**src/rtl/core/rsve_pkg.sv**
```systemverilog
// ----------------------------------------------------------------------------
// RSA sign/verify engine package
// Widths, constants, codes and the request/response types of the reducer.
// ----------------------------------------------------------------------------
package rsve_pkg;

  localparam int unsigned MOD_WIDTH = 16;
  localparam int unsigned PROD_W    = 2 * MOD_WIDTH;
  localparam int unsigned RED_CNT_W = $clog2(PROD_W);
  localparam int unsigned EXP_CNT_W = $clog2(MOD_WIDTH);
  localparam int unsigned BYTE_W    = 8;
  localparam int unsigned CFG_IDX_W = 2;

  localparam logic [MOD_WIDTH-1:0] HASH_MULT       = MOD_WIDTH'(1313);
  localparam logic [MOD_WIDTH-1:0] RST_MODULUS     = MOD_WIDTH'(3233);
  localparam logic [MOD_WIDTH-1:0] RST_PRIV_EXP    = MOD_WIDTH'(1783);
  localparam logic [MOD_WIDTH-1:0] RST_PUB_EXP     = MOD_WIDTH'(7);

  typedef enum logic [CFG_IDX_W-1:0] {
    CFG_MODULUS  = 2'd0,
    CFG_PRIV_EXP = 2'd1,
    CFG_PUB_EXP  = 2'd2
  } rsve_cfg_e;

  typedef enum logic {
    OP_SIGN   = 1'b0,
    OP_VERIFY = 1'b1
  } rsve_op_e;

  typedef enum logic [2:0] {
    ST_IDLE,
    ST_HASH,
    ST_BASE,
    ST_MUL,
    ST_MUL_W,
    ST_SQR,
    ST_SQR_W,
    ST_DONE
  } rsve_state_e;

  typedef struct packed {
    logic                  start;
    logic [PROD_W-1:0]     x;
    logic [MOD_WIDTH-1:0]  n;
  } rsve_red_req_t;

  typedef struct packed {
    logic                  done;
    logic [MOD_WIDTH-1:0]  rem;
  } rsve_red_rsp_t;

endpackage

```
**src/rtl/core/rsve_mod_reduce.sv**
```systemverilog
// ----------------------------------------------------------------------------
// RSA sign/verify engine modular reducer
// Restoring remainder of a product-wide value by a variable modulus, one
// quotient bit per cycle; pulses done with the remainder when finished.
// ----------------------------------------------------------------------------
module rsve_mod_reduce (
  input  logic                   clk_i,
  input  logic                   rst_ni,
  input  rsve_pkg::rsve_red_req_t req_i,
  output rsve_pkg::rsve_red_rsp_t rsp_o
);
  import rsve_pkg::*;

  logic                  run_q, run_d;
  logic                  done_q, done_d;
  logic [RED_CNT_W-1:0]  cnt_q, cnt_d;
  logic [PROD_W-1:0]     x_q, x_d;
  logic [MOD_WIDTH-1:0]  n_q, n_d;
  logic [MOD_WIDTH-1:0]  rem_q, rem_d;
  logic [MOD_WIDTH:0]    shifted;
  logic [MOD_WIDTH:0]    diff;
  logic                  geq;

  always_comb begin
    shifted = {rem_q, x_q[PROD_W-1]};
    diff    = shifted - {1'b0, n_q};
    geq     = shifted >= {1'b0, n_q};
  end

  always_comb begin
    run_d  = run_q;
    done_d = 1'b0;
    cnt_d  = cnt_q;
    x_d    = x_q;
    n_d    = n_q;
    rem_d  = rem_q;
    if (req_i.start) begin
      run_d = 1'b1;
      cnt_d = '0;
      x_d   = req_i.x;
      n_d   = req_i.n;
      rem_d = '0;
    end else if (run_q) begin
      rem_d = geq ? diff[MOD_WIDTH-1:0] : shifted[MOD_WIDTH-1:0];
      x_d   = {x_q[PROD_W-2:0], 1'b0};
      cnt_d = cnt_q + RED_CNT_W'(1);
      if (cnt_q == RED_CNT_W'(PROD_W - 1)) begin
        run_d  = 1'b0;
        done_d = 1'b1;
      end
    end
  end

  always_ff @(posedge clk_i or negedge rst_ni) begin
    if (!rst_ni) begin
      run_q  <= 1'b0;
      done_q <= 1'b0;
      cnt_q  <= '0;
    end else begin
      run_q  <= run_d;
      done_q <= done_d;
      cnt_q  <= cnt_d;
    end
  end

  always_ff @(posedge clk_i) begin
    x_q   <= x_d;
    n_q   <= n_d;
    rem_q <= rem_d;
  end

  assign rsp_o.done = done_q;
  assign rsp_o.rem  = rem_q;

endmodule

```
**src/rtl/core/rsa_sign_verify_engine_core.sv**
```systemverilog
// ----------------------------------------------------------------------------
// RSA sign/verify engine core
// Running document hash with square-and-multiply signing and verification.
// ----------------------------------------------------------------------------
// Usage:
//   Input: present opcode_i, data_byte_i, last_i, claimed_signature_i and
//   raise start; the request is taken at a clock edge where busy is low.
//   busy stays high until the request is finished.
//   Config: cfg_we_i writes cfg_wdata_i to register cfg_idx_i (0 modulus,
//   1 private exponent, 2 public exponent) at once; write only while idle.
//   Output: on the last byte one result appears on value_o and is_valid_o
//   for exactly one cycle, marked by result_valid_o; other bytes give none.
//   Operation: all arithmetic runs through one 32-step restoring reducer fed
//   by one 16x16 multiplier. A byte that is not last holds busy until its
//   hash reduction is done, so a new byte is never taken before the last
//   one is through. A last byte then walks the 16 exponent bits from the
//   low end: a set bit multiplies and reduces into the accumulator, and
//   every bit squares and reduces the base; verify first reduces the claimed
//   signature into the base. The next request can be taken in the strobe cycle.
//   Reset clears the hash, the sequencer and the strobe and loads the
//   default key. The receiver cannot stall: results are never held.
// ----------------------------------------------------------------------------
module rsa_sign_verify_engine_core (
  input  logic                                clk_i,
  input  logic                                rst_ni,
  input  logic                                start,
  output logic                                busy,
  input  logic                                opcode_i,
  input  logic [rsve_pkg::BYTE_W-1:0]         data_byte_i,
  input  logic                                last_i,
  input  logic [rsve_pkg::MOD_WIDTH-1:0]      claimed_signature_i,
  input  logic                                cfg_we_i,
  input  logic [rsve_pkg::CFG_IDX_W-1:0]      cfg_idx_i,
  input  logic [rsve_pkg::MOD_WIDTH-1:0]      cfg_wdata_i,
  output logic                                result_valid_o,
  output logic [rsve_pkg::MOD_WIDTH-1:0]      value_o,
  output logic                                is_valid_o
);
  import rsve_pkg::*;

  rsve_state_e           state_q, state_d;
  logic [MOD_WIDTH-1:0]  modulus_q, priv_exp_q, pub_exp_q;
  logic [MOD_WIDTH-1:0]  hash_q, hash_d;
  logic [MOD_WIDTH-1:0]  hval_q, hval_d;
  logic [MOD_WIDTH-1:0]  base_q, base_d;
  logic [MOD_WIDTH-1:0]  acc_q, acc_d;
  logic [MOD_WIDTH-1:0]  exp_q, exp_d;
  logic [EXP_CNT_W-1:0]  bit_q, bit_d;
  logic                  op_q, op_d;
  logic                  last_q, last_d;
  logic [MOD_WIDTH-1:0]  claimed_q, claimed_d;
  logic                  res_vld_q, res_vld_d;
  logic [MOD_WIDTH-1:0]  res_val_q, res_val_d;
  logic                  res_ok_q, res_ok_d;
  logic [MOD_WIDTH-1:0]  n_eff;
  logic [MOD_WIDTH-1:0]  mul_a, mul_b;
  logic [PROD_W-1:0]     mul_p;
  logic                  accept;
  rsve_red_req_t         red_req;
  rsve_red_rsp_t         red_rsp;

  rsve_mod_reduce u_reduce (
    .clk_i  (clk_i),
    .rst_ni (rst_ni),
    .req_i  (red_req),
    .rsp_o  (red_rsp)
  );

  assign n_eff  = (modulus_q == '0) ? MOD_WIDTH'(1) : modulus_q;
  assign accept = start && (state_q == ST_IDLE);
  assign busy   = (state_q != ST_IDLE);

  always_comb begin
    unique case (state_q)
      ST_MUL: begin
        mul_a = acc_q;
        mul_b = base_q;
      end
      ST_SQR: begin
        mul_a = base_q;
        mul_b = base_q;
      end
      default: begin
        mul_a = hash_q;
        mul_b = HASH_MULT;
      end
    endcase
    mul_p = mul_a * mul_b;
  end

  always_ff @(posedge clk_i or negedge rst_ni) begin
    if (!rst_ni) begin
      modulus_q  <= RST_MODULUS;
      priv_exp_q <= RST_PRIV_EXP;
      pub_exp_q  <= RST_PUB_EXP;
    end else if (cfg_we_i) begin
      unique case (cfg_idx_i)
        CFG_MODULUS:  modulus_q  <= cfg_wdata_i;
        CFG_PRIV_EXP: priv_exp_q <= cfg_wdata_i;
        CFG_PUB_EXP:  pub_exp_q  <= cfg_wdata_i;
        default: ;
      endcase
    end
  end

  always_comb begin
    state_d     = state_q;
    hash_d      = hash_q;
    hval_d      = hval_q;
    base_d      = base_q;
    acc_d       = acc_q;
    exp_d       = exp_q;
    bit_d       = bit_q;
    op_d        = op_q;
    last_d      = last_q;
    claimed_d   = claimed_q;
    res_vld_d   = 1'b0;
    res_val_d   = res_val_q;
    res_ok_d    = res_ok_q;
    red_req.start = 1'b0;
    red_req.x     = mul_p;
    red_req.n     = n_eff;
    unique case (state_q)
      ST_IDLE: begin
        if (accept) begin
          op_d          = opcode_i;
          last_d        = last_i;
          claimed_d     = claimed_signature_i;
          red_req.start = 1'b1;
          red_req.x     = mul_p + PROD_W'(data_byte_i);
          state_d       = ST_HASH;
        end
      end
      ST_HASH: begin
        if (red_rsp.done) begin
          if (!last_q) begin
            hash_d  = red_rsp.rem;
            state_d = ST_IDLE;
          end else begin
            hash_d = '0;
            hval_d = red_rsp.rem;
            acc_d  = (n_eff == MOD_WIDTH'(1)) ? '0 : MOD_WIDTH'(1);
            bit_d  = '0;
            if (op_q == OP_SIGN) begin
              base_d  = red_rsp.rem;
              exp_d   = priv_exp_q;
              state_d = ST_MUL;
            end else begin
              exp_d         = pub_exp_q;
              red_req.start = 1'b1;
              red_req.x     = PROD_W'(claimed_q);
              state_d       = ST_BASE;
            end
          end
        end
      end
      ST_BASE: begin
        if (red_rsp.done) begin
          base_d  = red_rsp.rem;
          state_d = ST_MUL;
        end
      end
      ST_MUL: begin
        if (exp_q[0]) begin
          red_req.start = 1'b1;
          state_d       = ST_MUL_W;
        end else begin
          state_d = ST_SQR;
        end
      end
      ST_MUL_W: begin
        if (red_rsp.done) begin
          acc_d   = red_rsp.rem;
          state_d = ST_SQR;
        end
      end
      ST_SQR: begin
        red_req.start = 1'b1;
        state_d       = ST_SQR_W;
      end
      ST_SQR_W: begin
        if (red_rsp.done) begin
          base_d = red_rsp.rem;
          exp_d  = {1'b0, exp_q[MOD_WIDTH-1:1]};
          bit_d  = bit_q + EXP_CNT_W'(1);
          if (bit_q == EXP_CNT_W'(MOD_WIDTH - 1)) begin
            state_d = ST_DONE;
          end else begin
            state_d = ST_MUL;
          end
        end
      end
      ST_DONE: begin
        res_vld_d = 1'b1;
        if (op_q == OP_SIGN) begin
          res_val_d = acc_q;
          res_ok_d  = 1'b0;
        end else begin
          res_val_d = hval_q;
          res_ok_d  = (acc_q == hval_q);
        end
        state_d = ST_IDLE;
      end
      default: state_d = ST_IDLE;
    endcase
  end

  always_ff @(posedge clk_i or negedge rst_ni) begin
    if (!rst_ni) begin
      state_q   <= ST_IDLE;
      hash_q    <= '0;
      res_vld_q <= 1'b0;
    end else begin
      state_q   <= state_d;
      hash_q    <= hash_d;
      res_vld_q <= res_vld_d;
    end
  end

  always_ff @(posedge clk_i) begin
    hval_q    <= hval_d;
    base_q    <= base_d;
    acc_q     <= acc_d;
    exp_q     <= exp_d;
    bit_q     <= bit_d;
    op_q      <= op_d;
    last_q    <= last_d;
    claimed_q <= claimed_d;
    res_val_q <= res_val_d;
    res_ok_q  <= res_ok_d;
  end

  assign result_valid_o = res_vld_q;
  assign value_o        = res_val_q;
  assign is_valid_o     = res_ok_q;

endmodule

```
**config.mk**
```make
export PLATFORM = sky130hd
export DESIGN_NAME = rsa_sign_verify_engine_core
export DESIGN_NICKNAME = d
export VERILOG_FILES = /design/src/rtl/core/rsve_pkg.sv /design/src/rtl/core/rsve_mod_reduce.sv /design/src/rtl/core/rsa_sign_verify_engine_core.sv
export SDC_FILE = /design/constraint.sdc
export NUM_CORES = 1
export LEC_CHECK = 0
export BUFFER_PORTS_ARGS = -buffer_cell sky130_fd_sc_hd__buf_2
export CORE_MARGIN = 10
export CORE_UTILIZATION = 58
export DETAILED_ROUTE_END_ITERATION = 8
export GPL_TIMING_DRIVEN = 0
export PLACE_DENSITY = 0.85
export SYNTH_ARGS = -nofsm -noshare
export SYNTH_HDL_FRONTEND = slang
export SYNTH_SLANG_ARGS = --single-unit
```
**constraint.sdc**
```tcl
create_clock -name clk_i -period 8.3 [get_ports clk_i]
set_input_delay 0.415 -clock clk_i [delete_from_list [all_inputs] [get_ports clk_i]]
set_output_delay 0.415 -clock clk_i [all_outputs]
set_load 0.1 [all_outputs]
```
======== Word-level counts from Yosys, hierarchy flattened ========
Cells that the tools add are included.
word-level totals
  register bits ........................... 242
  input port bits ......................... 48
  output and inout port bits .............. 19
  logic and storage cells ................. 122
operators by class
  $add $sub $neg .......................... 4
  multipliers ............................. 1
  $lt $le $gt $ge ......................... 1
  equal/unequal tests ..................... 21
  mux-type cells .......................... 52
  reduce and logical (&&, ||, !) cells .... 21
operators with widths
  operator                                                                  number
  16-bit two-way mux                                                        15
  33-bit two-way mux                                                        4
  16-bit case mux with 2 select lines                                       4
  32-bit two-way mux                                                        2
  32-bit case mux with 2 select lines                                       1
  32-bit by 8-bit adder with 32-bit output                                  1
  16-bit by 16-bit multiplier with 32-bit output                            1
  3-bit case mux with 8 select lines                                        1
  3-bit two-way mux                                                         6
  17-bit by 16-bit greater-or-equal comparator with 1-bit output            1
  16-bit by 1-bit == test with 1-bit output (second input constant)         1
  16-bit == test                                                            1
  16-bit logical NOT                                                        1
  16-bit subtractor                                                         1
  3-bit == test (second input constant)                                     4
  4-bit two-way mux                                                         3
  1-bit two-way mux                                                         11
  5-bit two-way mux                                                         2
  2-bit by 1-bit inequality test with 1-bit output (second input constant)  5
  2-bit AND reduction                                                       5
  5-bit AND reduction                                                       2
  4-bit case mux with 2 select lines                                        1
  4-bit AND reduction                                                       2
  2-bit nonzero test                                                        4
  other kinds (17)                                                          21

======== Depth between registers and ports, before layout ========
  word-level depth ........................ 9
  gate-level depth with buffers ........... 31
  depth with buffers taken out ............ 28

======== Cells and area by module ========
A second synthesis with hierarchy kept.
second synthesis, totals
  cell total of the unflattened synthesis .. 2146
  area total of the unflattened synthesis .. 21463.1 µm²
modules (own cells, without submodules)
  module                       times used  cells each  area each (µm²)  sequential area each (µm²)
  rsa_sign_verify_engine_core  1           1812        17585.6          4815.9
  rsve_mod_reduce              1           334         3877.5           1936.9

======== Least setup slack after synthesis ========
No wires, ideal clock.
  kind .................................... reg2reg
  start ................................... register state_q[1]
  end ..................................... register u_reduce.x_q[23] (data pin)
  library setup time ...................... 0.296 ns
  arrival ................................. 7.998 ns
  data required time ...................... 8.004 ns
  path slack .............................. 0.006 ns
  stages on the path, launching flop included .. 29
  buffers on the path ..................... 4
  period minus slack after synthesis ...... 8.294 ns
  cells stage by stage .................... dfrtp_1 clkbuf_1 nor2b_1 clkbuf_1 clkbuf_1 a22oi_1 nor2_1 clkbuf_1 nand2_1 fa_1 inv_1 fa_1 ha_1 inv_1 fa_1 fa_1 fa_1 inv_1 ha_1 a21o_1 or3_4 o21ai_2 xnor2_2 or3b_4 or3_1 or3_4 or4_1 a32oi_1 a21oi_1
between the ends
  word-level cells in the longest chain between the ends .. 9
  elaborated cells on any way between the ends .. 17
  classes of those cells .................. add/sub (1); mul (1); eq/ne (3); mux (9); reduce/logical (3)
RTL lines
  what                                                                                    line                                text
  start, declared                                                                         rsa_sign_verify_engine_core.sv:41   rsve_state_e state_q, state_d;
  start signal, assigned                                                                  rsa_sign_verify_engine_core.sv:214  state_q <= state_d;
  branches (longest 8 deep; another with 16-bit by 16-bit multiplier with 32-bit output)  n/a
  32-bit two-way mux (*)                                                                  rsve_mod_reduce.sv:37               if (req_i.start) begin
  via u_reduce.x_d[23]                                                                    rsve_mod_reduce.sv:17               logic [PROD_W-1:0] x_q, x_d;
  end signal, assigned                                                                    rsve_mod_reduce.sv:67               x_q <= x_d;
  end, declared                                                                           rsve_mod_reduce.sv:17
Mark *: on every way through the listed nets, which the timed path passes.
A chain may end at the register's enable or synchronous reset.

======== Final worst setup path ========
  start ................................... register state_q[2]
  end ..................................... register u_reduce.x_q[30] (data pin)
The elaborated chain is that of the path after synthesis.

==> impl_results.md <==
* Actual slew at the worst max-slew pin at 1370 ps
* Share of cells above drive strength 1 at 15.3%
* Port Buffers at 66
* Initial antenna violation count at 1
* Syn-to-layout area delta at 12.1%
* Most frequent CP cell: fa_1
* Router iterations before antenna repair at 8
* Filler cells at 2,716
* Fin crit share at 97.9%
* MaxCap Viol Count at 0
* Routed wire length at 59,300 microns
* Post-DP Area at 21,900 sq um
* Status: finished clean
* Worst-path fanout max at 10
* EDFF count, synth at 151
* Worst EP required at 8710 ps
* Top cells by count, synth: 282 x inv_1, 223 x nand2_1, 196 x fa_1, 151 x edfxtp_1, 131 x ha_1
* Vias per std cell at 6.16
* Root Driver: clkbuf_16
* Crit-path slowest cell: or4b_1
* Post-layout net count at 2,598
* Largest net degree at the start of global routing at 59
* Post-route ant nets at 0
* Area of the core at 35,600 sq um
* DIE AREA at 44,000 sq um
* Seq cells post-synth at 242
* Final Max Slew Viols at 0
* Top Ports at 67
* Fmax at 123 MHz
* CTS tree: built
* Syn Area/Cell at 9.93 sq um
* CTS sink cnt at 242
* Hold/Removal Path Class: in -> reg
* Critical path arrival at 8530 ps
* Reg area at 6760 sq um
* Vias in the first global route at 16,800
* Top_reg_cell synth: edfxtp_1
* Worst setup EP type: register
* Startpoint Class: register
* Final Instance Area at 23,400 sq um
* Skew-Pair Late Insertion Delay at 540 ps
* Async SR Flop Fraction at 31.0%
* Cells after synthesis at 2,106
* Final HPWL DP at 46,300 microns
* Multi-input gate area at 13,100 sq um
* Residual DRC at 0
* Total CTS buffers at 24
* Tmin final at 8120 ps
* Average routed wire per standard cell at 22.0 microns
* Slowest cell delay on critical path at 510 ps
* Min Hold Slack at 45.6 ps
* Sequential cell area fraction in the yosys report at 32.3%
* Starting density of the core at 58.8%
* Vias at 16,600
* Post-synth top area share at 21.7%
* Hold Vio Cnt, Final at 0
* Die height at 210 microns
* Gp weighted congestion at 1.02
* Row count at 69
* Yosys synthesis warning count at 0
* Syn nets at 2,481
* Cell with the most instances after synthesis: inv_1
* Synth top area cells: edfxtp_1 22%, fa_1 19%, ha_1 7.8%
* Cell Area, Synth at 20,900 sq um
* Max clock buf depth at 3
* CP Class: reg -> reg
* Gr usage total at 26.1%
* Initial drt markers at 1,754
* Setup violators final at 0
* Yosys top cell by area: edfxtp_1
* Clock skew at 35.0 ps
* First-pass GRT wire length at 92,000 microns
* Synth cell types at 81
* Die X at 210 microns
* GRT overflow at 0
* Clock slew seen by the registers of the worst setup and hold paths at 70 ps
* Max transition margin at 8.73%
* H-tree depth at 1
routing by layer:
| layer | GRT usage (%) | vias up | wire length (microns) |
|---|---|---|---|
| li1 | - | 7393 | - |
| met1 | 34.7 | 8160 | 23600 |
| met2 | 42.1 | 912 | 27900 |
| met3 | 4.10 | 180 | 5200 |
| met4 | 10.3 | 0 | 2600 |
| met5 | 0 | - | 0 |
cells in the final DEF (no fill, tap or decap), drive strengths merged, types with 6 or more instances in the layout:
master  instances
a211oi         20
a21boi          6
a21o           17
a21oi          84
a221oi          6
a22o           19
a22oi          45
a31oi          12
and2           85
and3           39
buf           115
clkbuf        118
clkinv          9
dfrtp          58
dfstp          17
dfxtp          16
edfxtp        151
fa            196
ha            131
inv           283
mux2           67
mux2i          31
nand2         223
nand2b         12
nand3          38
nand3b          7
nand4          11
nor2          115
nor2b          12
nor3           22
nor4           12
o211ai         17
o21a           10
o21ai          85
o31ai           7
or3            12
xnor2          38
xor2           26
final cells by class:
cell class,count,share of cell area (%)
antenna,1,0.0107
buffer,99,2.23
clock buffer,34,2.99
clock inverter,10,0.566
inverter,284,4.55
multi-input combinational,1471,55.7
sequential,242,28.8
tap,461,2.46
timing repair buffer,101,2.70
per-stage QoR:
step	TNS [ps]	cells	worst slack, ps	util (%)
after floorplan	0	2106	6.35	-
after global placement	-17680	2633	-1760	61.3
after detailed placement	-21100	2636	-1990	61.5
after CTS	0	2685	1.18	64.9
after global routing	-201	2702	-52.1	65.9
final	0	2703	176	65.9
worst max-delay path, delay by kind of cell, from the launching register on:
family / cells / cell delay (ps)
buffers and inverters: 6 / 820
adder cells (fa/ha/maj): 7 / 3210
flip-flops: 1 / 420
AO/OA/AOI/OAI: 6 / 1460
AND/OR/NAND/NOR: 8 / 2090
registers in the layout, summed over array words and instances, names as in the netlist:
name             cells
u_reduce.run_q       1
bit_q                4
result_valid_o       1
base_q              16
is_valid_o           1
hash_q              16
exp_q               16
last_q               1
pub_exp_q           16
u_reduce.x_q        32
acc_q               16
state_q              3
u_reduce.n_q        16
value_o             16
priv_exp_q          16
u_reduce.done_q      1
modulus_q           16
hval_q              16
op_q                 1
u_reduce.cnt_q       5
u_reduce.rem_q      16
claimed_q           16
kinds of logic after synthesis:
logic type	after synthesis	share of synthesized area, %
buffers and inverters	393	7.07
AND/OR/NAND/NOR	610	14.3
multiplexers	98	5.09
AO/OA/AOI/OAI	372	11.9
flip-flops	242	32.3
XOR/XNOR	64	2.72
adder cells (fa/ha/maj)	327	26.6
what timing repair did:
| action | CTS | global route |
|---|---|---|
| endpoints found under the hold margin | 13 | 0 |
| gates resized for setup | 91 | 82 |
| hold buffers | 1 | 0 |
| pin swaps | 10 | 20 |
| endpoints found under the setup margin | 22 | 12 |
| buffers inserted | 12 | 19 |
path summary, 6_finish.rpt:
kind | cells after the start | from | slack [ps] | end
hold / removal | 1 | claimed_signature_i[1] | 50 | claimed_q[1]
min in group asynchronous | 2 | rst_ni | 300 | pub_exp_q[12]
setup reg to reg | 27 | state_q[2] | 180 | u_reduce.x_q[30]
setup / recovery | 27 | state_q[2] | 180 | u_reduce.x_q[30]
hold reg to reg | 1 | priv_exp_q[15] | 510 | priv_exp_q[15]
max in group asynchronous | 3 | rst_ni | 7370 | modulus_q[0]
Power is left out: the tool's default activity adds up to more than one toggle a clock period on the data nets, which glitch-free logic cannot reach.
